[src/rtl/glpd_pkg.sv]
// ----------------------------------------------------------------------------
// glpd_pkg
// Shared types, codes and constants of the GIF LZW pixel decoder.
// ----------------------------------------------------------------------------
`default_nettype none

package glpd_pkg;

  localparam int TABLE_ENTRIES_DEF = 4096;
  localparam int MAX_CODE_BITS_DEF = 12;
  localparam int CODE_W            = 12;

  localparam logic [3:0]  ROOT_RST = 4'd8;
  localparam logic [14:0] LINE_RST = 15'd640;

  // Register indexes on the configuration port (byte address / 4).
  localparam logic [1:0] REG_ROOT      = 2'd0;
  localparam logic [1:0] REG_LINE      = 2'd1;
  localparam logic [1:0] REG_SKIP_COLS = 2'd2;
  localparam logic [1:0] REG_SKIP_ROWS = 2'd3;

  typedef enum logic [2:0] {
    ST_PIXEL   = 3'd0,
    ST_NEED    = 3'd1,
    ST_ENDED   = 3'd2,
    ST_TAKEN   = 3'd3,
    ST_REFUSED = 3'd4
  } status_t;

  typedef enum logic [1:0] {
    CMD_BYTE  = 2'd0,
    CMD_PULL  = 2'd1,
    CMD_START = 2'd2,
    CMD_NONE  = 2'd3
  } cmd_t;

  typedef struct packed {
    logic [3:0]  root_code_size;
    logic [14:0] line_width;
    logic [7:0]  skip_columns;
    logic [7:0]  skip_rows;
  } cfg_t;

  typedef struct packed {
    status_t     status;
    logic [7:0]  pixel;
    logic        pixel_kept;
    logic        row_end;
    logic [15:0] bad_codes;
  } result_t;

  // Minimum code size saturated into 2..9.
  function automatic logic [3:0] root_used(input logic [3:0] root);
    logic [3:0] r;
    begin
      if (root < 4'd2) r = 4'd2;
      else if (root > 4'd9) r = 4'd9;
      else r = root;
      return r;
    end
  endfunction

endpackage

`default_nettype wire

[src/rtl/glpd_regs.sv]
// ----------------------------------------------------------------------------
// glpd_regs
// APB-style configuration registers of the decoder.
// ----------------------------------------------------------------------------
`default_nettype none

module glpd_regs (
  input  wire logic          clk,
  input  wire logic          rst_n,
  input  wire logic          psel,
  input  wire logic          penable,
  input  wire logic          pwrite,
  input  wire logic [3:0]    paddr,
  input  wire logic [31:0]   pwdata,
  output logic      [31:0]   prdata,
  output glpd_pkg::cfg_t     cfg
);
  import glpd_pkg::*;

  cfg_t cfg_r;
  logic wr_en;

  assign wr_en = psel && penable && pwrite;

  always_ff @(posedge clk) begin
    if (!rst_n) begin
      cfg_r.root_code_size <= ROOT_RST;
      cfg_r.line_width     <= LINE_RST;
      cfg_r.skip_columns   <= 8'd0;
      cfg_r.skip_rows      <= 8'd0;
    end else if (wr_en) begin
      unique case (paddr[3:2])
        REG_ROOT:      cfg_r.root_code_size <= pwdata[3:0];
        REG_LINE:      cfg_r.line_width     <= pwdata[14:0];
        REG_SKIP_COLS: cfg_r.skip_columns   <= pwdata[7:0];
        REG_SKIP_ROWS: cfg_r.skip_rows      <= pwdata[7:0];
        default:       cfg_r.skip_rows      <= cfg_r.skip_rows;
      endcase
    end
  end

  always_comb begin
    unique case (paddr[3:2])
      REG_ROOT:      prdata = {28'd0, cfg_r.root_code_size};
      REG_LINE:      prdata = {17'd0, cfg_r.line_width};
      REG_SKIP_COLS: prdata = {24'd0, cfg_r.skip_columns};
      REG_SKIP_ROWS: prdata = {24'd0, cfg_r.skip_rows};
      default:       prdata = 32'd0;
    endcase
  end

  assign cfg = cfg_r;

endmodule

`default_nettype wire

[config.mk]
export PLATFORM = sky130hd
export DESIGN_NAME = glpd_regs
export DESIGN_NICKNAME = d
export VERILOG_FILES = /design/src/rtl/glpd_pkg.sv /design/src/rtl/glpd_regs.sv
export SDC_FILE = /design/constraint.sdc
export NUM_CORES = 1
export LEC_CHECK = 0
export BUFFER_PORTS_ARGS = -buffer_cell sky130_fd_sc_hd__buf_2
export CORE_AREA = 2 2 74 76
export DETAILED_ROUTE_END_ITERATION = 10
export DIE_AREA = 0 0 76 78
export PLACE_DENSITY = 0.67
export SYNTH_ARGS = -nofsm -noshare
export SYNTH_HDL_FRONTEND = slang
export SYNTH_SLANG_ARGS = --single-unit
[constraint.sdc]
create_clock -name clk -period 1.3 [get_ports clk]
set_clock_uncertainty 0.15 [all_clocks]
set_input_delay 0.13 -clock clk [delete_from_list [all_inputs] [get_ports clk]]
set_output_delay 0.13 -clock clk [all_outputs]
set_load 0.05 [all_outputs]
== After elaboration in Yosys (flattened, before gate mapping) ==
Index checks and enable logic that the tools add are counted.
Word-level totals
  flip-flop bits (word level): 35
  bits in latches: 0
  RAM bits: 0
  ROM bits: 0
  bits of input ports: 41
  output and inout bits: 67
  memories kept: 0
Cells by class
  $add $sub $neg: 0
  multiply operators: 0
  div/mod/pow operators: 0
  order comparisons: 0
  eq/ne operators: 3
  shift-type cells: 0
  mux-type cells: 1
  bitwise gates (word level): 0
  reductions and logical operators: 7
Operators by type and width (count)
  case mux 32 bit (4 select lines): 1
  AND reduction 2 bit: 4
  equality test 2 bit, second input constant: 2
  equality test 2 x 1 -> 1 bit, second input constant: 1
  logical AND 1 bit: 2
  zero test 2 bit: 1

== Depth between registers and ports, before layout ==
Gate-level depths: netlist (run 1).
  depth in word-level cells: 3
  gate-level depth with buffers: 5
  gate-level depth less buffers: 3

== Worst setup path after synthesis (run 1) ==
No wires, ideal clock.
  path kind: register -> output
  start: register cfg_r, in the netlist cfg[4]
  end: output port prdata[4]
  arrival time: 1.286 ns
  path slack: -0.266 ns
  stages on the path, launching flop included: 3
  cell sequence: dfxtp_1 > mux2_2 > a22o_1
On the way
  cells in the longest elaborated chain, start to end: 1
Ends and longest elaborated chain
  start, declared: RTL line glpd_regs.sv:20  | cfg_t cfg_r;
  case mux 32 bit (4 select lines): RTL line glpd_regs.sv:43  | unique case (paddr[3:2])
  end, declared: RTL line glpd_regs.sv:15  | output logic [31:0] prdata,
Every way passes these cells. The select of a mux whose other input is x is not followed.

== Worst setup path in the final report (run 1) ==
  start: register cfg_r, in the netlist cfg[2]
  end: output port prdata[2]
Same word-level chain as after synthesis.

==> flow_summary_export.csv, run 1 <==
group,metric,value,unit
yosys,synth_top_family_by_area,"multiplexers",
yosys,synth-compound-area-share,0.0376,
detailed_routing,wl_per_cell,13.1,um
yosys,ys_seq_area_frac,0.405,
die,die_x,76,um
place,pre_cts_slack,-175,ps
finish,instances_no_fill,344,
detailed_routing,ant_nets,0,
min_path,worstHoldStart,"pwdata[6]",
detailed_routing,drt_iter0_drc,52,
finish,final_common_cell,"buf_2",
detailed_routing,finalWirelength,4.50,mm
setup_path,worst-endpoint-required,1020,ps
yosys,synth.area.top_cells,"dfxtp_1 40%, mux2i_1 18%, nand2_1 10%",
place,dpl.hpwl,3.06,mm
die,num_rows,26,
global_route,grt_pass1_wl,7.10,mm
setup_path,r2r_cells,3,
finish,area_delta_synth_final,51.5,%
setup_path,criticalPathCategory,"flip-flop to primary output",
finish,final_cell_mix,"54 x buf_2, 46 x nand2_1, 32 x mux2i_1",
timing,setup_tns,-1930,ps
min_path,hold_class,"primary input to flip-flop",
yosys,yosysTopAreaCellShare,0.405,
clock_network,clk_pin_slew,70,ps
clock_network,cts.sinks,35,
global_route,grt_antenna_before_repair,0,
setup_path,cp-start-kind,"flip-flop",
timing,setup_ws,-274,ps
detailed_routing,vias_per_cell,4.49,
yosys,syn_avg_cell_area,9.73,sq um
timing,rsz0062_at_grt,"yes",
outcome,status,"finished with violations",
die,io_pins,108,
global_route,overflow,0,
yosys,synth_warnings,0,
timing,hold_viol,0,
setup_path,cp-end-kind,"primary output",
clock_network,cts-root-buf,"clkbuf_8",
power,cellPowerDensity,916,nW/um^2
place,io_buffer_count,71,
die,start_util,0.343,
die,die-height,78,um
finish,largest_register_ffs,35,
power,ir_drop,0.567,mV
clock_network,htree_levels,2,
yosys,syn_area,1730,sq um
min_path,holdPathStages,3,
yosys,synth_seq_cells,35,
timing,max_freq,635,MHz
global_route,grt_pass1_vias,1468,
yosys,yosysTopAreaCell,"dfxtp_1",
place,dp.cells,321,
finish,final_nets,314,
finish,antennaDiodeCount,0,
finish,drive_above_1_share,0.566,
global_route,track_usage,0.152,
clock_network,worstSkewPairLatency,290,ps
yosys,synth.distinct_cells,23,
detailed_routing,vias,1543,
timing,period_needed,1570,ps
yosys,yosys-mux-area-fraction,0.263,
die,core_area,5040,sq um
global_route,grt_max_degree,29,
setup_path,r2r_slack,440,ps
clock_network,cts_tree,"yes",
clock_network,clk_path_buf_depth,2,
outcome,violations,"negative setup slack",
setup_path,r2r-start,"cfg[1]$_SDFFE_PN0P_",
place,globalplace.congestion,0.696,
finish,utilization,0.520,
power,leakagePower,1.27,nW
setup_path,r2r_end,"cfg[1]$_SDFFE_PN0P_",
flow_run,maxCapViolCount,0,
detailed_routing,firstDrtPassIters,4,
clock_network,cts_made_buffers,5,
yosys,synth-simple-area-share,0.167,
setup_path,crit_fanout,3,
detailed_routing,drc_errors,0,
timing,drv_slew,0,
setup_path,worstPathArrival,1290,ps
yosys,yosys.area_share.adder,0,
timing,finalCritPeriodShare,1.21,
min_path,hold_end,"cfg[6]$_SDFFE_PN0P_",
timing,setup_viol,8,
yosys,synth-xor-area-share,0,
die,die-area,5930,sq um
yosys,syn_inst,178,
-- worst max-delay path by stage --
stage	startpoint	slack, ps	endpoint
4_1_cts	cfg[0]$_SDFFE_PN0P_	-280	prdata[0]
3_5_place_dp	paddr[3]	-180	prdata[0]
3_3_place_gp	paddr[3]	-170	prdata[0]
6_report	cfg[2]$_SDFFE_PN0P_	-270	prdata[2]
5_1_grt	cfg[0]$_SDFFE_PN0P_	-300	prdata[0]
2_1_floorplan	cfg[20]$_SDFFE_PN0P_	-20	prdata[4]
-- final cells by class --
cell class / count / area (sq um)
clock buffer: 8 / 100
inverter: 3 / 11.3
timing repair buffer: 101 / 759
tap: 70 / 87.6
sequential: 35 / 773
fill: 467 / 2420
multi-input combinational: 127 / 892
-- cell usage after synthesis, drive strengths merged --
master	instances
mux4	4
nor2b	1
nand3	4
and3	1
nor3b	1
nand2	46
inv	3
dfxtp	35
conb	1
or3	1
o31ai	1
mux2	4
a22o	4
and2	8
mux2i	32
buf	25
o211ai	3
clkbuf	4
-- routing by layer --
| layer | up-vias | global-route usage | share of wire |
|---|---|---|---|
| met5 | - | 0 | 0 |
| met4 | 0 | 0.0764 | 0.018 |
| met3 | 8 | 0.0360 | 0.053 |
| met2 | 62 | 0.252 | 0.49 |
| met1 | 720 | 0.185 | 0.44 |
| li1 | 753 | - | - |
-- what timing repair did --
action | in CTS | in global routing
setup buffers | 2 | 2
cloned | 0 | 0
hold endpoints to repair | 18 | 0
endpoints found under the setup margin | 15 | 15
resized for setup | 25 | 11
hold buffers | 11 | 0
-- critical path, cell delays in order (launching register included) --
cell	delay, ps
dfxtp_4	350
mux4_2	490
buf_6	170
-- report_power, final --
group	internal, W	leakage, nW	total, W	switching [W]
registers	0.00107	0.301	0.00108	0.00000982
clock network	0.000484	0.0515	0.000874	0.000390
logic	0.000148	0.919	0.000452	0.000304
total	0.00170	1.27	0.00240	0.000704
-- stage by stage --
| step | power [W] | cell area, sq um | hold WS, ps |
|---|---|---|---|
| finish | 0.00240 | 2620 | 6.51 |
| global route | 0.00249 | 2620 | 21.5 |
| CTS | 0.00242 | 2570 | 4.09 |
| detailed placement | 0.00151 | 2270 | 228 |
| global placement | 0.00151 | 2270 | 226 |
| floorplan | 0.00144 | 1880 | 115 |
-- cell families after synthesis --
group | Yosys count
other | 1
and+or+nand+nor | 62
buffers and inverters | 32
muxes | 40
DFF | 35
AOI/OAI and AO/OA | 8
No activity file was read; power rests on OpenSTA's default activity.
==> inputs of run 2 (changes only) <==
Settings changed: CORE_AREA 2 2 74 76 to 5 5 77 79, DIE_AREA 0 0 76 78 to 0 0 82 84, PLACE_DENSITY 0.67 to 0.66.
==> flow_summary_export.csv, run 2 (synthesis results as in run 1) <==
group,metric,value,unit
finish,final_common_cell,"buf_2",
power,leakagePower,1.30,nW
place,io_buffer_count,71,
clock_network,worstSkewPairLatency,280,ps
global_route,overflow,0,
finish,fillers,497,
clock_network,clk_path_buf_depth,2,
setup_path,crit_fanout,3,
setup_path,criticalPathCategory,"flip-flop to primary output",
clock_network,clk_pin_slew,70,ps
clock_network,cts.sinks,35,
setup_path,r2r_slack,360,ps
finish,instances_no_fill,349,
detailed_routing,ant_nets,0,
place,globalplace.congestion,0.714,
die,core_area,5270,sq um
finish,drive_above_1_share,0.567,
die,die-height,84,um
min_path,hold_class,"primary input to flip-flop",
timing,setup_viol,8,
setup_path,crit_chain,"mux4_2 -> buf_6",
global_route,grt_pass1_wl,7.58,mm
detailed_routing,finalWirelength,4.85,mm
clock_network,cts_made_buffers,5,
timing,finalCritPeriodShare,1.21,
detailed_routing,wl_per_cell,13.9,um
timing,max_freq,636,MHz
clock_network,htree_levels,2,
detailed_routing,vias_per_cell,4.41,
setup_path,cp-end-kind,"primary output",
finish,antennaDiodeCount,0,
place,dp.cells,321,
finish,largest_register_ffs,35,
die,start_util,0.329,
outcome,status,"finished with violations",
clock_network,cts_tree,"yes",
timing,period_needed,1570,ps
setup_path,max_stage_delay,480,ps
setup_path,worst-path-buf-inv,1,
die,num_rows,27,
die,io_pins,108,
clock_network,cts-root-buf,"clkbuf_8",
finish,final_cell_mix,"52 x buf_2, 46 x nand2_1, 32 x mux2i_1",
place,dpl.hpwl,3.24,mm
global_route,grt_max_degree,50,
die,die-area,6890,sq um
global_route,grt_pass1_vias,1574,
die,die_x,82,um
timing,setup_ws,-273,ps
detailed_routing,drt_iter0_drc,38,
setup_path,slowest_stage,"mux4_2",
timing,hold_viol,0,
detailed_routing,firstDrtPassIters,4,
setup_path,crit_family,"multiplexers",
global_route,grt_antenna_before_repair,0,
timing,rsz0062_at_grt,"yes",
detailed_routing,drc_errors,0,
timing,setup_tns,-1920,ps
setup_path,worstPathArrival,1290,ps
power,cellPowerDensity,860,nW/um^2
timing,drv_slew,0,
finish,final_nets,317,
power,ir_drop,0.495,mV
detailed_routing,vias,1538,
setup_path,cp-start-kind,"flip-flop",
setup_path,worst-endpoint-required,1020,ps
finish,area_delta_synth_final,53.2,%
global_route,track_usage,0.144,
flow_run,maxCapViolCount,0,
outcome,violations,"negative setup slack",
run 2: cell types whose count changed in the layout (fill, tap and decap cells not counted), sizes merged:
cell | previous run | this run
buf | 89 | 91
clkinv | 0 | 2
clkbuf | 9 | 8
run 2: per-stage QoR:
step	total power (W)	hold slack, ps	worst slack, ps	area (sq um)	util
floorplan	0.00144	115	-16.1	1880	-
global placement	0.00150	225	-156	2240	0.426
detailed placement	0.00150	229	-171	2240	0.426
CTS	0.00231	5.46	-284	2560	0.486
global route	0.00238	13.9	-313	2650	0.503
finish	0.00228	11.5	-273	2650	0.503
run 2: area by class of cell:
type	instances	area, sq um	area share
flip-flops and latches	35	773	0.292
well taps	72	90.1	0.0340
inverters	3	11.3	0.00425
repair buffers	104	774	0.292
clock buffers	6	72.6	0.0274
multi-input cells	127	922	0.348
clock inverters	2	8.76	0.00330
run 2: metal layers:
metal / GRT usage / share of wire / up-vias
met3: 0.0313 / 0.053 / 11
met4: 0.0589 / 0.020 / 0
met2: 0.251 / 0.51 / 62
li1: - / - / 759
met5: 0 / 0 / -
met1: 0.165 / 0.42 / 706
run 2: worst reg2reg max path, cell delays in order, from the launching register on:
cell	delay (ps)
dfxtp_2	330
buf_4	120
buf_4	130
nand2_1	50
mux2i_1	60
run 2: final timing paths:
check / startpoint / endpoint / cells past startpoint
max: cfg[1]$_SDFFE_PN0P_ / prdata[1] / 2
min: pwdata[1] / cfg[32]$_SDFFE_PN0P_ / 3
max reg2reg: cfg[13]$_SDFFE_PN0P_ / cfg[13]$_SDFFE_PN0P_ / 4
min reg2reg: cfg[30]$_SDFFE_PN0P_ / cfg[30]$_SDFFE_PN0P_ / 2
run 2: timing repair:
| action | CTS | global route |
|---|---|---|
| setup buffers | 6 | 3 |
| hold endpoints to repair | 16 | 0 |
| setup endpoints to repair | 15 | 16 |
| resized for setup | 27 | 17 |
| hold buffers | 11 | 0 |
| pin swaps | 0 | 0 |
run 2: where the power goes:
group	switching [W]	leakage (nW)	internal, W	total, W
combinational	0.000308	0.955	0.000148	0.000455
clock	0.000380	0.0426	0.000368	0.000749
sequential	0.0000101	0.301	0.00107	0.00108
==> inputs of run 3 (changes only) <==
Settings changed: SKIP_LAST_GASP set to 1.
==> flow_summary_export.csv, run 3 (synthesis results as in run 1) <==
group,metric,value,unit
timing,hold_viol,0,
detailed_routing,vias,1553,
die,num_rows,27,
place,io_buffer_count,71,
power,pwr-share-comb,0.200,
detailed_routing,firstDrtPassIters,4,
power,swShare,0.307,
die,start_util,0.329,
power,ir_drop,0.495,mV
clock_network,cts_tree,"yes",
timing,max_freq,636,MHz
clock_network,clk_path_buf_depth,2,
die,io_pins,108,
detailed_routing,drt_iter0_drc,37,
die,die_x,82,um
flow_run,maxCapViolCount,0,
finish,utilization,0.502,
outcome,violations,"negative setup slack",
setup_path,cp-start-kind,"flip-flop",
clock_network,worstSkewPairLatency,280,ps
timing,drv_slew,0,
detailed_routing,vias_per_cell,4.45,
finish,area_delta_synth_final,52.8,%
place,globalplace.congestion,0.714,
clock_network,cts_made_buffers,5,
global_route,grt_pass1_wl,7.58,mm
global_route,track_usage,0.144,
outcome,status,"finished with violations",
detailed_routing,finalWirelength,4.88,mm
power,switchingPower,0.000701,W
setup_path,cp-end-kind,"primary output",
power,cellPowerDensity,863,nW/um^2
timing,period_needed,1570,ps
die,die-height,84,um
setup_path,crit_fanout,3,
finish,largest_register_ffs,35,
finish,fillers,499,
timing,setup_ws,-273,ps
place,dpl.hpwl,3.24,mm
detailed_routing,drc_errors,0,
global_route,overflow,0,
power,leakagePower,1.30,nW
setup_path,worstPathArrival,1290,ps
finish,final_nets,317,
finish,antennaDiodeCount,0,
global_route,grt_antenna_before_repair,0,
finish,final_common_cell,"buf_2",
setup_path,criticalPathCategory,"flip-flop to primary output",
die,core_area,5270,sq um
setup_path,worst-endpoint-required,1020,ps
timing,finalCritPeriodShare,1.21,
clock_network,cts.sinks,35,
clock_network,htree_levels,2,
timing,rsz0062_at_grt,"yes",
power,p_clk_frac,0.329,
detailed_routing,ant_nets,0,
clock_network,cts-root-buf,"clkbuf_8",
detailed_routing,wl_per_cell,14.0,um
clock_network,clk_pin_slew,70,ps
power,power_frac_seq,0.472,
finish,drive_above_1_share,0.567,
timing,hold-worst-slack,12.4,ps
min_path,hold_class,"primary input to flip-flop",
die,die-area,6890,sq um
timing,setup_viol,9,
finish,final_cell_mix,"53 x buf_2, 46 x nand2_1, 32 x mux2i_1",
global_route,grt_max_degree,50,
global_route,grt_pass1_vias,1574,
power,internal_power,0.00158,W
run 3: cell count changes in the layout (fill, tap and decap cells not counted):
cell   before  now
buf_2      52   53
buf_6      11   10
run 3: power by group through the flow:
stage               sequential (W)  clock (W)  combinational (W)
floorplan                  0.00115          0           0.000286
global placement           0.00110          0           0.000400
detailed placement         0.00110          0           0.000401
CTS                        0.00108   0.000789           0.000446
global route               0.00108   0.000822           0.000483
finish                     0.00108   0.000751           0.000456
run 3: routing by layer:
metal	vias up	global-route usage	wire length, um
met1	709	0.165	2010
met4	0	0.0589	96
met2	75	0.251	2460
li1	758	-	-
met5	-	0	0
met3	11	0.0313	311
run 3: through the flow:
step	power [W]	setup WS [ps]	cell area, sq um	std cells	TNS [ps]
6_report	0.00228	-273	2650	349	-1970
5_1_grt	0.00238	-313	2650	349	-2290
4_1_cts	0.00231	-284	2560	346	-2010
3_5_place_dp	0.00150	-171	2240	321	-2950
3_3_place_gp	0.00150	-156	2240	321	-2390
2_1_floorplan	0.00144	-16.1	1880	194	-42.0
run 3: what timing repair did:
action                     in CTS  in global routing
hold endpoints to repair       16                  0
setup endpoints to repair      15                 16
hold buffers                   11                  0
gates cloned                    0                  0
gates resized for setup        27                 14
buffers inserted                6                  3
run 3: area by class of cell:
type / count / area (sq um) / share of cell area
Clock buffer: 6 / 72.6 / 0.0274
Clock inverter: 2 / 8.76 / 0.00331
Inverter: 3 / 11.3 / 0.00426
Multi-Input combinational cell: 127 / 922 / 0.348
Sequential cell: 35 / 773 / 0.292
Tap cell: 72 / 90.1 / 0.0340
Timing Repair Buffer: 104 / 768 / 0.290
run 3: critical path, cell delays in order, from the launching register on:
cell	delay (ps)
dfxtp_4	350
mux4_2	480
buf_6	170
run 3: path summary, 6_finish.rpt:
path	start	slack [ps]	cells after the start	end
worst max-delay path	cfg[1]$_SDFFE_PN0P_	-270	2	prdata[1]
worst max register to register	cfg[13]$_SDFFE_PN0P_	360	4	cfg[13]$_SDFFE_PN0P_
worst min register to register	cfg[26]$_SDFFE_PN0P_	310	2	cfg[26]$_SDFFE_PN0P_
worst min-delay path	pwdata[1]	10	3	cfg[1]$_SDFFE_PN0P_
