File: src/rtl/glpd_pkg.sv
// ----------------------------------------------------------------------------
// glpd_pkg
// Shared types, codes and constants of the GIF LZW pixel decoder.
// ----------------------------------------------------------------------------
`default_nettype none

package glpd_pkg;

  localparam int TABLE_ENTRIES_DEF = 4096;
  localparam int MAX_CODE_BITS_DEF = 12;
  localparam int CODE_W            = 12;

  localparam logic [3:0]  ROOT_RST = 4'd8;
  localparam logic [14:0] LINE_RST = 15'd640;

  // Register indexes on the configuration port (byte address / 4).
  localparam logic [1:0] REG_ROOT      = 2'd0;
  localparam logic [1:0] REG_LINE      = 2'd1;
  localparam logic [1:0] REG_SKIP_COLS = 2'd2;
  localparam logic [1:0] REG_SKIP_ROWS = 2'd3;

  typedef enum logic [2:0] {
    ST_PIXEL   = 3'd0,
    ST_NEED    = 3'd1,
    ST_ENDED   = 3'd2,
    ST_TAKEN   = 3'd3,
    ST_REFUSED = 3'd4
  } status_t;

  typedef enum logic [1:0] {
    CMD_BYTE  = 2'd0,
    CMD_PULL  = 2'd1,
    CMD_START = 2'd2,
    CMD_NONE  = 2'd3
  } cmd_t;

  typedef struct packed {
    logic [3:0]  root_code_size;
    logic [14:0] line_width;
    logic [7:0]  skip_columns;
    logic [7:0]  skip_rows;
  } cfg_t;

  typedef struct packed {
    status_t     status;
    logic [7:0]  pixel;
    logic        pixel_kept;
    logic        row_end;
    logic [15:0] bad_codes;
  } result_t;

  // Minimum code size saturated into 2..9.
  function automatic logic [3:0] root_used(input logic [3:0] root);
    logic [3:0] r;
    begin
      if (root < 4'd2) r = 4'd2;
      else if (root > 4'd9) r = 4'd9;
      else r = root;
      return r;
    end
  endfunction

endpackage

`default_nettype wire

File: src/rtl/glpd_engine.sv
// ----------------------------------------------------------------------------
// glpd_engine
// Code unpacking, string table walk, pixel stack and row/column marking.
// ----------------------------------------------------------------------------
`default_nettype none

module glpd_engine #(
  parameter int TABLE_ENTRIES = glpd_pkg::TABLE_ENTRIES_DEF,
  parameter int MAX_CODE_BITS = glpd_pkg::MAX_CODE_BITS_DEF
) (
  input  wire logic                             clk,
  input  wire logic                             rst_n,
  input  wire logic                             start,
  input  wire glpd_pkg::cmd_t                   cmd,
  input  wire logic [7:0]                       data_byte,
  input  wire glpd_pkg::cfg_t                   cfg,
  output logic                                  idle,
  output logic                                  res_valid,
  output glpd_pkg::result_t                     res,
  output logic                                  tbl_we,
  output logic [$clog2(TABLE_ENTRIES)-1:0]      tbl_waddr,
  output logic [glpd_pkg::CODE_W+7:0]           tbl_wdata,
  output logic [$clog2(TABLE_ENTRIES)-1:0]      tbl_raddr,
  input  wire logic [glpd_pkg::CODE_W+7:0]      tbl_rdata,
  output logic                                  stk_we,
  output logic [$clog2(TABLE_ENTRIES)-1:0]      stk_waddr,
  output logic [7:0]                            stk_wdata,
  output logic [$clog2(TABLE_ENTRIES)-1:0]      stk_raddr,
  input  wire logic [7:0]                       stk_rdata
);
  import glpd_pkg::*;

  localparam int AW = $clog2(TABLE_ENTRIES);
  localparam int DW = AW + 1;
  localparam logic [DW-1:0] DEPTH_MAX = DW'(TABLE_ENTRIES);
  localparam logic [12:0]   ENTRIES13 = 13'(TABLE_ENTRIES);
  localparam logic [3:0]    CW_MAX    = 4'(MAX_CODE_BITS);

  typedef enum logic [4:0] {
    S_IDLE    = 5'b00001,
    S_PULL    = 5'b00010,
    S_WALK    = 5'b00100,
    S_WALK_RD = 5'b01000,
    S_POP     = 5'b10000
  } state_t;

  state_t            state_r, state_nxt;
  logic [23:0]       resv_r, resv_nxt;
  logic [4:0]        held_r, held_nxt;
  logic [3:0]        cw_r, cw_nxt;
  logic [12:0]       limit_r, limit_nxt;
  logic [12:0]       next_r, next_nxt;
  logic [CODE_W-1:0] prev_r, prev_nxt;
  logic [7:0]        first_r, first_nxt;
  logic [DW-1:0]     depth_r, depth_nxt;
  logic [14:0]       colc_r, colc_nxt;
  logic [8:0]        cskip_r, cskip_nxt;
  logic [8:0]        rskip_r, rskip_nxt;
  logic              aclr_r, aclr_nxt;
  logic              ended_r, ended_nxt;
  logic [15:0]       tally_r, tally_nxt;
  logic [CODE_W-1:0] code_r, code_nxt;
  logic [CODE_W-1:0] cin_r, cin_nxt;
  logic [DW-1:0]     steps_r, steps_nxt;

  logic [3:0]        root;
  logic [12:0]       clear_code;
  logic [12:0]       end_code;
  logic [12:0]       base_code;
  logic [23:0]       width_mask;
  logic [CODE_W-1:0] code_in;
  logic [12:0]       code_in13;
  logic [CODE_W-1:0] start_code;
  logic              row_kept;

  assign root       = root_used(cfg.root_code_size);
  assign clear_code = 13'd1 << root;
  assign end_code   = clear_code + 13'd1;
  assign base_code  = clear_code + 13'd2;
  assign width_mask = (24'd1 << cw_r) - 24'd1;
  assign code_in    = CODE_W'(resv_r & width_mask);
  assign code_in13  = {1'b0, code_in};
  assign row_kept   = (rskip_r == 9'd0);
  assign idle       = (state_r == S_IDLE);

  always_comb begin
    state_nxt  = state_r;
    resv_nxt   = resv_r;
    held_nxt   = held_r;
    cw_nxt     = cw_r;
    limit_nxt  = limit_r;
    next_nxt   = next_r;
    prev_nxt   = prev_r;
    first_nxt  = first_r;
    depth_nxt  = depth_r;
    colc_nxt   = colc_r;
    cskip_nxt  = cskip_r;
    rskip_nxt  = rskip_r;
    aclr_nxt   = aclr_r;
    ended_nxt  = ended_r;
    tally_nxt  = tally_r;
    code_nxt   = code_r;
    cin_nxt    = cin_r;
    steps_nxt  = steps_r;
    start_code = code_in;

    res_valid      = 1'b0;
    res.status     = ST_NEED;
    res.pixel      = 8'd0;
    res.pixel_kept = 1'b0;
    res.row_end    = 1'b0;

    tbl_we    = 1'b0;
    tbl_waddr = '0;
    tbl_wdata = '0;
    tbl_raddr = code_r[AW-1:0];
    stk_we    = 1'b0;
    stk_waddr = depth_r[AW-1:0];
    stk_wdata = 8'd0;
    stk_raddr = AW'(depth_r - DW'(1));

    unique case (state_r)
      S_IDLE: begin
        if (start) begin
          unique case (cmd)
            CMD_BYTE: begin
              res_valid = 1'b1;
              if (!ended_r && held_r <= 5'd16) begin
                resv_nxt   = resv_r | (24'(data_byte) << held_r);
                held_nxt   = held_r + 5'd8;
                res.status = ST_TAKEN;
              end else begin
                res.status = ST_REFUSED;
              end
            end
            CMD_PULL: state_nxt = S_PULL;
            CMD_START: begin
              res_valid  = 1'b1;
              res.status = ST_NEED;
              resv_nxt   = 24'd0;
              held_nxt   = 5'd0;
              cw_nxt     = root + 4'd1;
              limit_nxt  = 13'd1 << (root + 4'd1);
              next_nxt   = base_code;
              prev_nxt   = '0;
              first_nxt  = 8'd0;
              depth_nxt  = '0;
              colc_nxt   = cfg.line_width;
              cskip_nxt  = 9'd0;
              rskip_nxt  = 9'd0;
              aclr_nxt   = 1'b0;
              ended_nxt  = 1'b0;
              tally_nxt  = 16'd0;
            end
            CMD_NONE: begin
              res_valid  = 1'b1;
              res.status = ST_REFUSED;
            end
            default: state_nxt = S_IDLE;
          endcase
        end
      end

      S_PULL: begin
        priority if (ended_r) begin
          res_valid  = 1'b1;
          res.status = ST_ENDED;
          state_nxt  = S_IDLE;
        end else if (depth_r != '0) begin
          // Stack read issued here, pixel leaves in the next cycle.
          state_nxt = S_POP;
        end else if (held_r < {1'b0, cw_r}) begin
          res_valid  = 1'b1;
          res.status = ST_NEED;
          state_nxt  = S_IDLE;
        end else begin
          resv_nxt = resv_r >> cw_r;
          held_nxt = held_r - {1'b0, cw_r};
          priority if (code_in13 == end_code) begin
            ended_nxt = 1'b1;
          end else if (code_in13 == clear_code) begin
            cw_nxt    = root + 4'd1;
            limit_nxt = 13'd1 << (root + 4'd1);
            next_nxt  = base_code;
            aclr_nxt  = 1'b1;
          end else if (aclr_r) begin
            if (code_in13 >= next_r) start_code = '0;
            prev_nxt  = start_code;
            first_nxt = start_code[7:0];
            stk_we    = 1'b1;
            stk_wdata = start_code[7:0];
            depth_nxt = depth_r + DW'(1);
            aclr_nxt  = 1'b0;
          end else begin
            cin_nxt   = code_in;
            code_nxt  = code_in;
            steps_nxt = '0;
            if (code_in13 >= next_r) begin
              if (code_in13 > next_r) begin
                if (tally_r != 16'hFFFF) tally_nxt = tally_r + 16'd1;
                cin_nxt = next_r[CODE_W-1:0];
              end
              code_nxt  = prev_r;
              stk_we    = 1'b1;
              stk_wdata = first_r;
              depth_nxt = depth_r + DW'(1);
            end
            state_nxt = S_WALK;
          end
        end
      end

      S_WALK: begin
        if ({1'b0, code_r} >= base_code && steps_r < DEPTH_MAX) begin
          if ({1'b0, code_r} < ENTRIES13) begin
            state_nxt = S_WALK_RD;
          end else begin
            code_nxt  = '0;
            steps_nxt = steps_r + DW'(1);
          end
        end else begin
          if (depth_r < DEPTH_MAX) begin
            stk_we    = 1'b1;
            stk_wdata = code_r[7:0];
            depth_nxt = depth_r + DW'(1);
          end
          if (next_r < limit_r) begin
            if (next_r < ENTRIES13) begin
              tbl_we    = 1'b1;
              tbl_waddr = next_r[AW-1:0];
              tbl_wdata = {prev_r, code_r[7:0]};
            end
            first_nxt = code_r[7:0];
            next_nxt  = next_r + 13'd1;
            prev_nxt  = cin_r;
          end
          if (next_nxt >= limit_r && cw_r < CW_MAX) begin
            limit_nxt = limit_r << 1;
            cw_nxt    = cw_r + 4'd1;
          end
          state_nxt = S_PULL;
        end
      end

      S_WALK_RD: begin
        if (depth_r < DEPTH_MAX) begin
          stk_we    = 1'b1;
          stk_wdata = tbl_rdata[7:0];
          depth_nxt = depth_r + DW'(1);
        end
        code_nxt  = tbl_rdata[CODE_W+7:8];
        steps_nxt = steps_r + DW'(1);
        state_nxt = S_WALK;
      end

      S_POP: begin
        res_valid  = 1'b1;
        res.status = ST_PIXEL;
        res.pixel  = stk_rdata;
        depth_nxt  = depth_r - DW'(1);
        if (cskip_r == 9'd0) begin
          res.pixel_kept = row_kept;
          cskip_nxt      = {1'b0, cfg.skip_columns};
        end else begin
          cskip_nxt = cskip_r - 9'd1;
        end
        if (colc_r <= 15'd1) begin
          res.row_end = 1'b1;
          rskip_nxt   = row_kept ? {1'b0, cfg.skip_rows} : rskip_r - 9'd1;
          colc_nxt    = cfg.line_width;
          cskip_nxt   = 9'd0;
        end else begin
          colc_nxt = colc_r - 15'd1;
        end
        state_nxt = S_IDLE;
      end

      default: state_nxt = S_IDLE;
    endcase

    res.bad_codes = tally_nxt;
  end

  always_ff @(posedge clk) begin
    if (!rst_n) begin
      state_r <= S_IDLE;
      resv_r  <= 24'd0;
      held_r  <= 5'd0;
      cw_r    <= ROOT_RST + 4'd1;
      limit_r <= 13'd1 << (ROOT_RST + 4'd1);
      next_r  <= (13'd1 << ROOT_RST) + 13'd2;
      prev_r  <= '0;
      first_r <= 8'd0;
      depth_r <= '0;
      colc_r  <= LINE_RST;
      cskip_r <= 9'd0;
      rskip_r <= 9'd0;
      aclr_r  <= 1'b0;
      ended_r <= 1'b0;
      tally_r <= 16'd0;
    end else begin
      state_r <= state_nxt;
      resv_r  <= resv_nxt;
      held_r  <= held_nxt;
      cw_r    <= cw_nxt;
      limit_r <= limit_nxt;
      next_r  <= next_nxt;
      prev_r  <= prev_nxt;
      first_r <= first_nxt;
      depth_r <= depth_nxt;
      colc_r  <= colc_nxt;
      cskip_r <= cskip_nxt;
      rskip_r <= rskip_nxt;
      aclr_r  <= aclr_nxt;
      ended_r <= ended_nxt;
      tally_r <= tally_nxt;
    end
  end

  always_ff @(posedge clk) begin
    code_r  <= code_nxt;
    cin_r   <= cin_nxt;
    steps_r <= steps_nxt;
  end

endmodule

`default_nettype wire

File: config.mk
export PLATFORM = sky130hd
export DESIGN_NAME = glpd_engine
export DESIGN_NICKNAME = d
export VERILOG_FILES = /design/src/rtl/glpd_pkg.sv /design/src/rtl/glpd_engine.sv
export SDC_FILE = /design/constraint.sdc
export NUM_CORES = 1
export LEC_CHECK = 0
export BUFFER_PORTS_ARGS = -buffer_cell sky130_fd_sc_hd__buf_2
export CORE_MARGIN = 3
export CORE_UTILIZATION = 23
export DETAILED_ROUTE_END_ITERATION = 12
export SLEW_MARGIN = 20
export SYNTH_ARGS = -nofsm -noshare
export SYNTH_HDL_FRONTEND = slang
export SYNTH_SLANG_ARGS = --single-unit
File: constraint.sdc
create_clock -name clk -period 5.6 [get_ports clk]
set_input_delay 0.56 -clock clk [delete_from_list [all_inputs] [get_ports clk]]
set_output_delay 0.56 -clock clk [all_outputs]
set_load 0.02 [all_outputs]
Word-level counts from Yosys, hierarchy flattened
Cells that the tools add are included.
Operators by class
  $add $sub $neg: 15
  $lt $le $gt $ge: 14
  equality and inequality tests: 32
  shift-type cells: 5
  mux-type cells: 194
  bitwise gates (word level): 8
  reductions and logical operators: 26
Operators with widths (count)
  two-way mux 13 bit: 37
  two-way mux 12 bit: 24
  two-way mux 16 bit: 11
  two-way mux 8 bit: 20
  two-way mux 24 bit: 5
  one-hot mux 24 bit (2 select lines): 2
  two-way mux 20 bit: 4
  one-hot mux 13 bit (3 select lines): 2
  two-way mux 5 bit: 13
  one-hot mux 13 bit (5 select lines): 1
  two-way mux 9 bit: 6
  adder 13 x 1 -> 13 bit (second input constant): 4
  two-way mux 4 bit: 12
  one-hot mux 8 bit (3 select lines): 2
  two-way mux 15 bit: 3
  less-than comparator 13 bit (second input constant): 3
  one-hot mux 12 bit (3 select lines): 1
  one-hot mux 9 bit (2 select lines): 2
  one-hot mux 16 bit (2 select lines): 1
  two-way mux 1 bit: 31
  one-hot mux 15 bit (2 select lines): 1
  AND reduction 7 bit: 4
  == test 12 x 13 -> 1 bit: 2
  >= comparator 12 x 13 -> 1 bit: 2
  65 further kinds: 101
Storage, ports and cells
  bits in registers: 185
  output and inout bits: 109

Logic depth before layout (Yosys ltp)
  depth after elaboration: 14
  mapped depth: 24
  gate-level depth less buffers: 19

Worst setup path after synthesis
Ideal clock, no wire load.
  path type: register to output
  start: register cw_r[1]
  end: output port res[7] (netlist bit)
  data arrival time: 5.238 ns
  required time: 5.040 ns
  slack: -0.198 ns
  cell stages (with the launch flop): 21
  cell sequence: dfxtp_1 clkbuf_1 buf_1 inv_1 ha_1 buf_4 or3b_1 clkbuf_1 ha_1 or3b_1 a221o_1 nand2_1 a21boi_0 ha_1 a21oi_1 o22ai_1 mux2i_1 a21o_1 or2_2 o311a_1 or3_1
RTL lines
  from (decl): RTL line glpd_engine.sv:50  | logic [3:0] cw_r, cw_nxt;
  from (signal assigned): RTL line glpd_engine.sv:289  | cw_r <= ROOT_RST + 4'd1;
  from (signal assigned): RTL line glpd_engine.sv:305  | cw_r <= cw_nxt;
  to (decl): RTL line glpd_engine.sv:19  | output glpd_pkg::result_t res,

==> results.md <==
* Layout net count at 2206
* CTS root buffer: clkbuf_16
* Power Internal at 2620 uW
* Post-synthesis sequential area ratio at 27.8%
* Tot GR Track Use at 15.4%
* Total of max-cap violations at 0
* Global-route wire length before repair at 81000 um
* CTS Buffer Depth at 2
* Detailed-route DRC error count at 0
* Multi-input logic area at 0.00972 mm^2
* Detailed Route WL at 52600 um
* Worst path required time at 5.04 ns
* Clk Latency, worst-skew pair at 0.50 ns
* Chip height at 258 um
* Critical R2R Launch: next_r[4]
* Reg2reg setup slack at 0.61 ns
* Clock sink total at 185
* Slowest CP cell: a211oi_2
* Hold Crit Class: in -> reg
* Top post-synthesis cells by area: dfxtp_1 (20%), edfxtp_1 (7.6%), ha_1 (7.0%)
* Core ar. at 0.0624 mm^2
* Largest net degree at the start of global routing at 55
* Setup violators final at 0
* Syn Area/Cell at 7.58 um^2
* Post-synth EDFFs at 37
* Sw Share at 39.5%
* Mapped Nets at 2094
* Number of routed nets with antenna violations at 0
* Pwr Density at 252 mW/mm^2
* Most used cell, CP: ha_1
* Post-synth top cells: nor2_1 (221), nand2_1 (212), dfxtp_1 (148)
* Crit Path Category: reg -> out
* Initial antenna violation count at 3
* Placed insts at 2863
* Share of cells above drive strength 1 at 17.5%
* Via count at 14900
* Buf+Inv Stages, Crit Path at 3
* Reg2reg path depth at 19
* Starting DRT DRC Count at 1193
* Post-synth top area share at 20.2%
* Die X at 258 um
* Fillers at 6891
* Rows at 91
* CP Launch Type: register
* Slew at the pin closest to its max-slew limit at 1.09 ns
* Pre-CTS WS at 0.208 ns
* Tcrit/Tclk final at 96.8%
* IO Port Bufs at 184
* Peak supply drop at 0.277 mV
* Area post-placement at 0.0165 mm^2
* Area grow syn2layout at 17.0%
* Cells after Synth at 1935
* Synthesized area at 0.0147 mm^2
* Setup crit end kind: output port
* Cts bufs inserted at 17
* Max Transition Viols Final at 0
* Outcome: completed
* Sw Pwr at 1710 uW
* Final hold vios at 0
* Fmax at 184 MHz
* RSZ-0062 raised after global routing: false
* Rel. slew slack at 27.0%
* Synth area leader: dfxtp_1
* Hold Crit Endpoint: tbl_raddr[7]
* Initial Util at 23.5%
* CTS tree: yes
* Setup_tns at 0 ns
* #FFs+latches synth at 185
* Gr ovfl total at 0
* Post-CTS Hold Buffers at 0
* H-tree depth at 4
* Worst-path clk slew at 0.08 ns
* Crit-path max FO at 8
* CP delay by family, top: compound AO/OA/AOI/OAI gates
* Register area at 0.00408 mm^2
* Logic pwr share at 34.1%
* Top Ports at 185
* Clk pwr share at 29.7%
* Routed len/inst at 18.2 um
* Hold path cells at 3
* Placer Congestion at 0.918
* Router iterations before antenna repair at 6
* Setup Skew at 0.0226 ns
* DP Wirelength at 39300 um
* ANT cells at 0
* Min-delay src: tbl_rdata[15]
* Post-route cell area at 0.0172 mm^2
* Post-synth top flop: dfxtp_1
* Synth unique cells at 90
* Seq pwr share at 36.2%
* Most frequent cell after synthesis: nor2_1
* Fraction of registers with async set or reset after synthesis at 0%
* CP max stage delay at 0.44 ns
* Setup ws final at 0.179 ns
* Vias per inst at 5.14
* Layout Cells excl Fill at 2897
* P_leak at 0.00674 uW
* Worst flop-to-flop path endpoint: limit_r[1]
* Vias in the first global route at 13900
* Final min period at 5.42 ns
* Arr. time, crit path at 4.86 ns
* YS warnings at 0
* Crit-path cells: inv_1, buf_4, ha_1, nand2_1, ha_2, or3b_1, o2111ai_1, o21ai_1, ha_1, and4_1, o21a_1, o31ai_1, a31oi_1, o21ai_0, a211oi_2, a21oi_1, nand2b_1, nor2_1, buf_2
* Die area at 0.0668 mm^2
==> worst reg2reg max path: cells and delay by family (launching register included) <==
kind                       cells  cell delay [ns]
AOI/OAI and AO/OA              8             1.56
and+or+nand+nor                5             1.09
adders and majority gates      2             0.62
buffers and inverters          2             0.62
DFF                            1             0.53
muxes                          1             0.23
xor gates and xnor gates       1             0.19
==> timing repair <==
| action | in CTS | in global routing |
|---|---|---|
| resized for setup | 5 | 13 |
| pin swaps | 1 | 0 |
| setup endpoints to repair | 3 | 52 |
| buffers inserted | 1 | 1 |
==> state kept, by name, indices dropped and copies added, names as in the netlist, 5 cells and up <==
name,cells
depth_r,13
steps_r,13
resv_r,24
prev_r,12
cskip_r,9
rskip_r,9
tbl_raddr,12
state_r,5
cin_r,12
first_r,8
held_r,5
colc_r,15
tally_r,16
next_r,13
limit_r,13
==> power by group through the flow <==
stage	registers [uW]	clock network, uW	logic [uW]
6_report	1570	1290	1470
5_1_grt	1580	1380	1630
4_1_cts	1560	1350	1450
3_5_place_dp	1600	0	1440
3_3_place_gp	1600	0	1440
2_1_floorplan	1550	0	1050
==> cell type report <==
| type | instances | area share, % |
|---|---|---|
| flip-flops and latches | 185 | 23.8 |
| clock inverters | 15 | 1.12 |
| inverters | 67 | 1.48 |
| clock buffers | 17 | 2.48 |
| well taps | 837 | 6.10 |
| repair buffers | 252 | 8.39 |
| multi-input cells | 1524 | 56.7 |
==> how the worst max path moves through the flow <==
stage / start / cells past startpoint / slack (ns) / endpoint
floorplan: cw_r[1] / 20 / 0.04 / res[7]
global placement: cw_r[1] / 21 / 0.30 / res[13]
detailed placement: cfg[34] / 21 / 0.21 / stk_wdata[7]
CTS: cw_r[1] / 21 / 0.003 / res[11]
global route: cw_r[0] / 18 / 0.005 / res[12]
finish: cw_r[1] / 19 / 0.18 / res[12]
==> metal layers <==
layer  GRT usage (%)  part of all wire (%)
met5               0                 0.072
met4            5.56                   2.8
met3            4.14                   8.5
met1            20.1                    43
met2            24.5                    45
==> cells by family (layout without fill, tap and decap cells) <==
logic type / count (synthesis) / after routing / synth area share, %
multiplexers: 53 / 53 / 4.40
XOR/XNOR: 50 / 50 / 3.17
buffers and inverters: 226 / 351 / 6.51
AO/OA/AOI/OAI: 572 / 572 / 25.8
adder cells (fa/ha/maj): 83 / 83 / 7.13
flip-flops: 185 / 185 / 27.8
AND/OR/NAND/NOR: 766 / 766 / 25.2
==> layout by cell type (no fill, tap or decap), drive strengths merged, types with 17 or more instances in the layout <==
| cell type | n |
|---|---|
| a211oi | 61 |
| a21oi | 133 |
| a22oi | 54 |
| a31oi | 21 |
| and2 | 52 |
| and3 | 38 |
| buf | 252 |
| clkbuf | 17 |
| dfxtp | 148 |
| edfxtp | 37 |
| ha | 82 |
| inv | 71 |
| mux2i | 34 |
| nand2 | 212 |
| nand2b | 20 |
| nand3 | 48 |
| nand4 | 18 |
| nor2 | 221 |
| nor2b | 25 |
| nor3 | 60 |
| o21ai | 132 |
| o22ai | 19 |
| xnor2 | 31 |
| xor2 | 17 |
==> metrics by stage <==
step | power (uW) | utilization [%] | hold slack [ns]
global placement | 3030 | 26.4 | 0.463
CTS | 4360 | 27.4 | 0.279
detailed placement | 3030 | 26.4 | 0.469
global route | 4590 | 27.5 | 0.320
floorplan | 2600 | - | 0.445
finish | 4330 | 27.5 | 0.339
(Power assumes the default switching activity.)
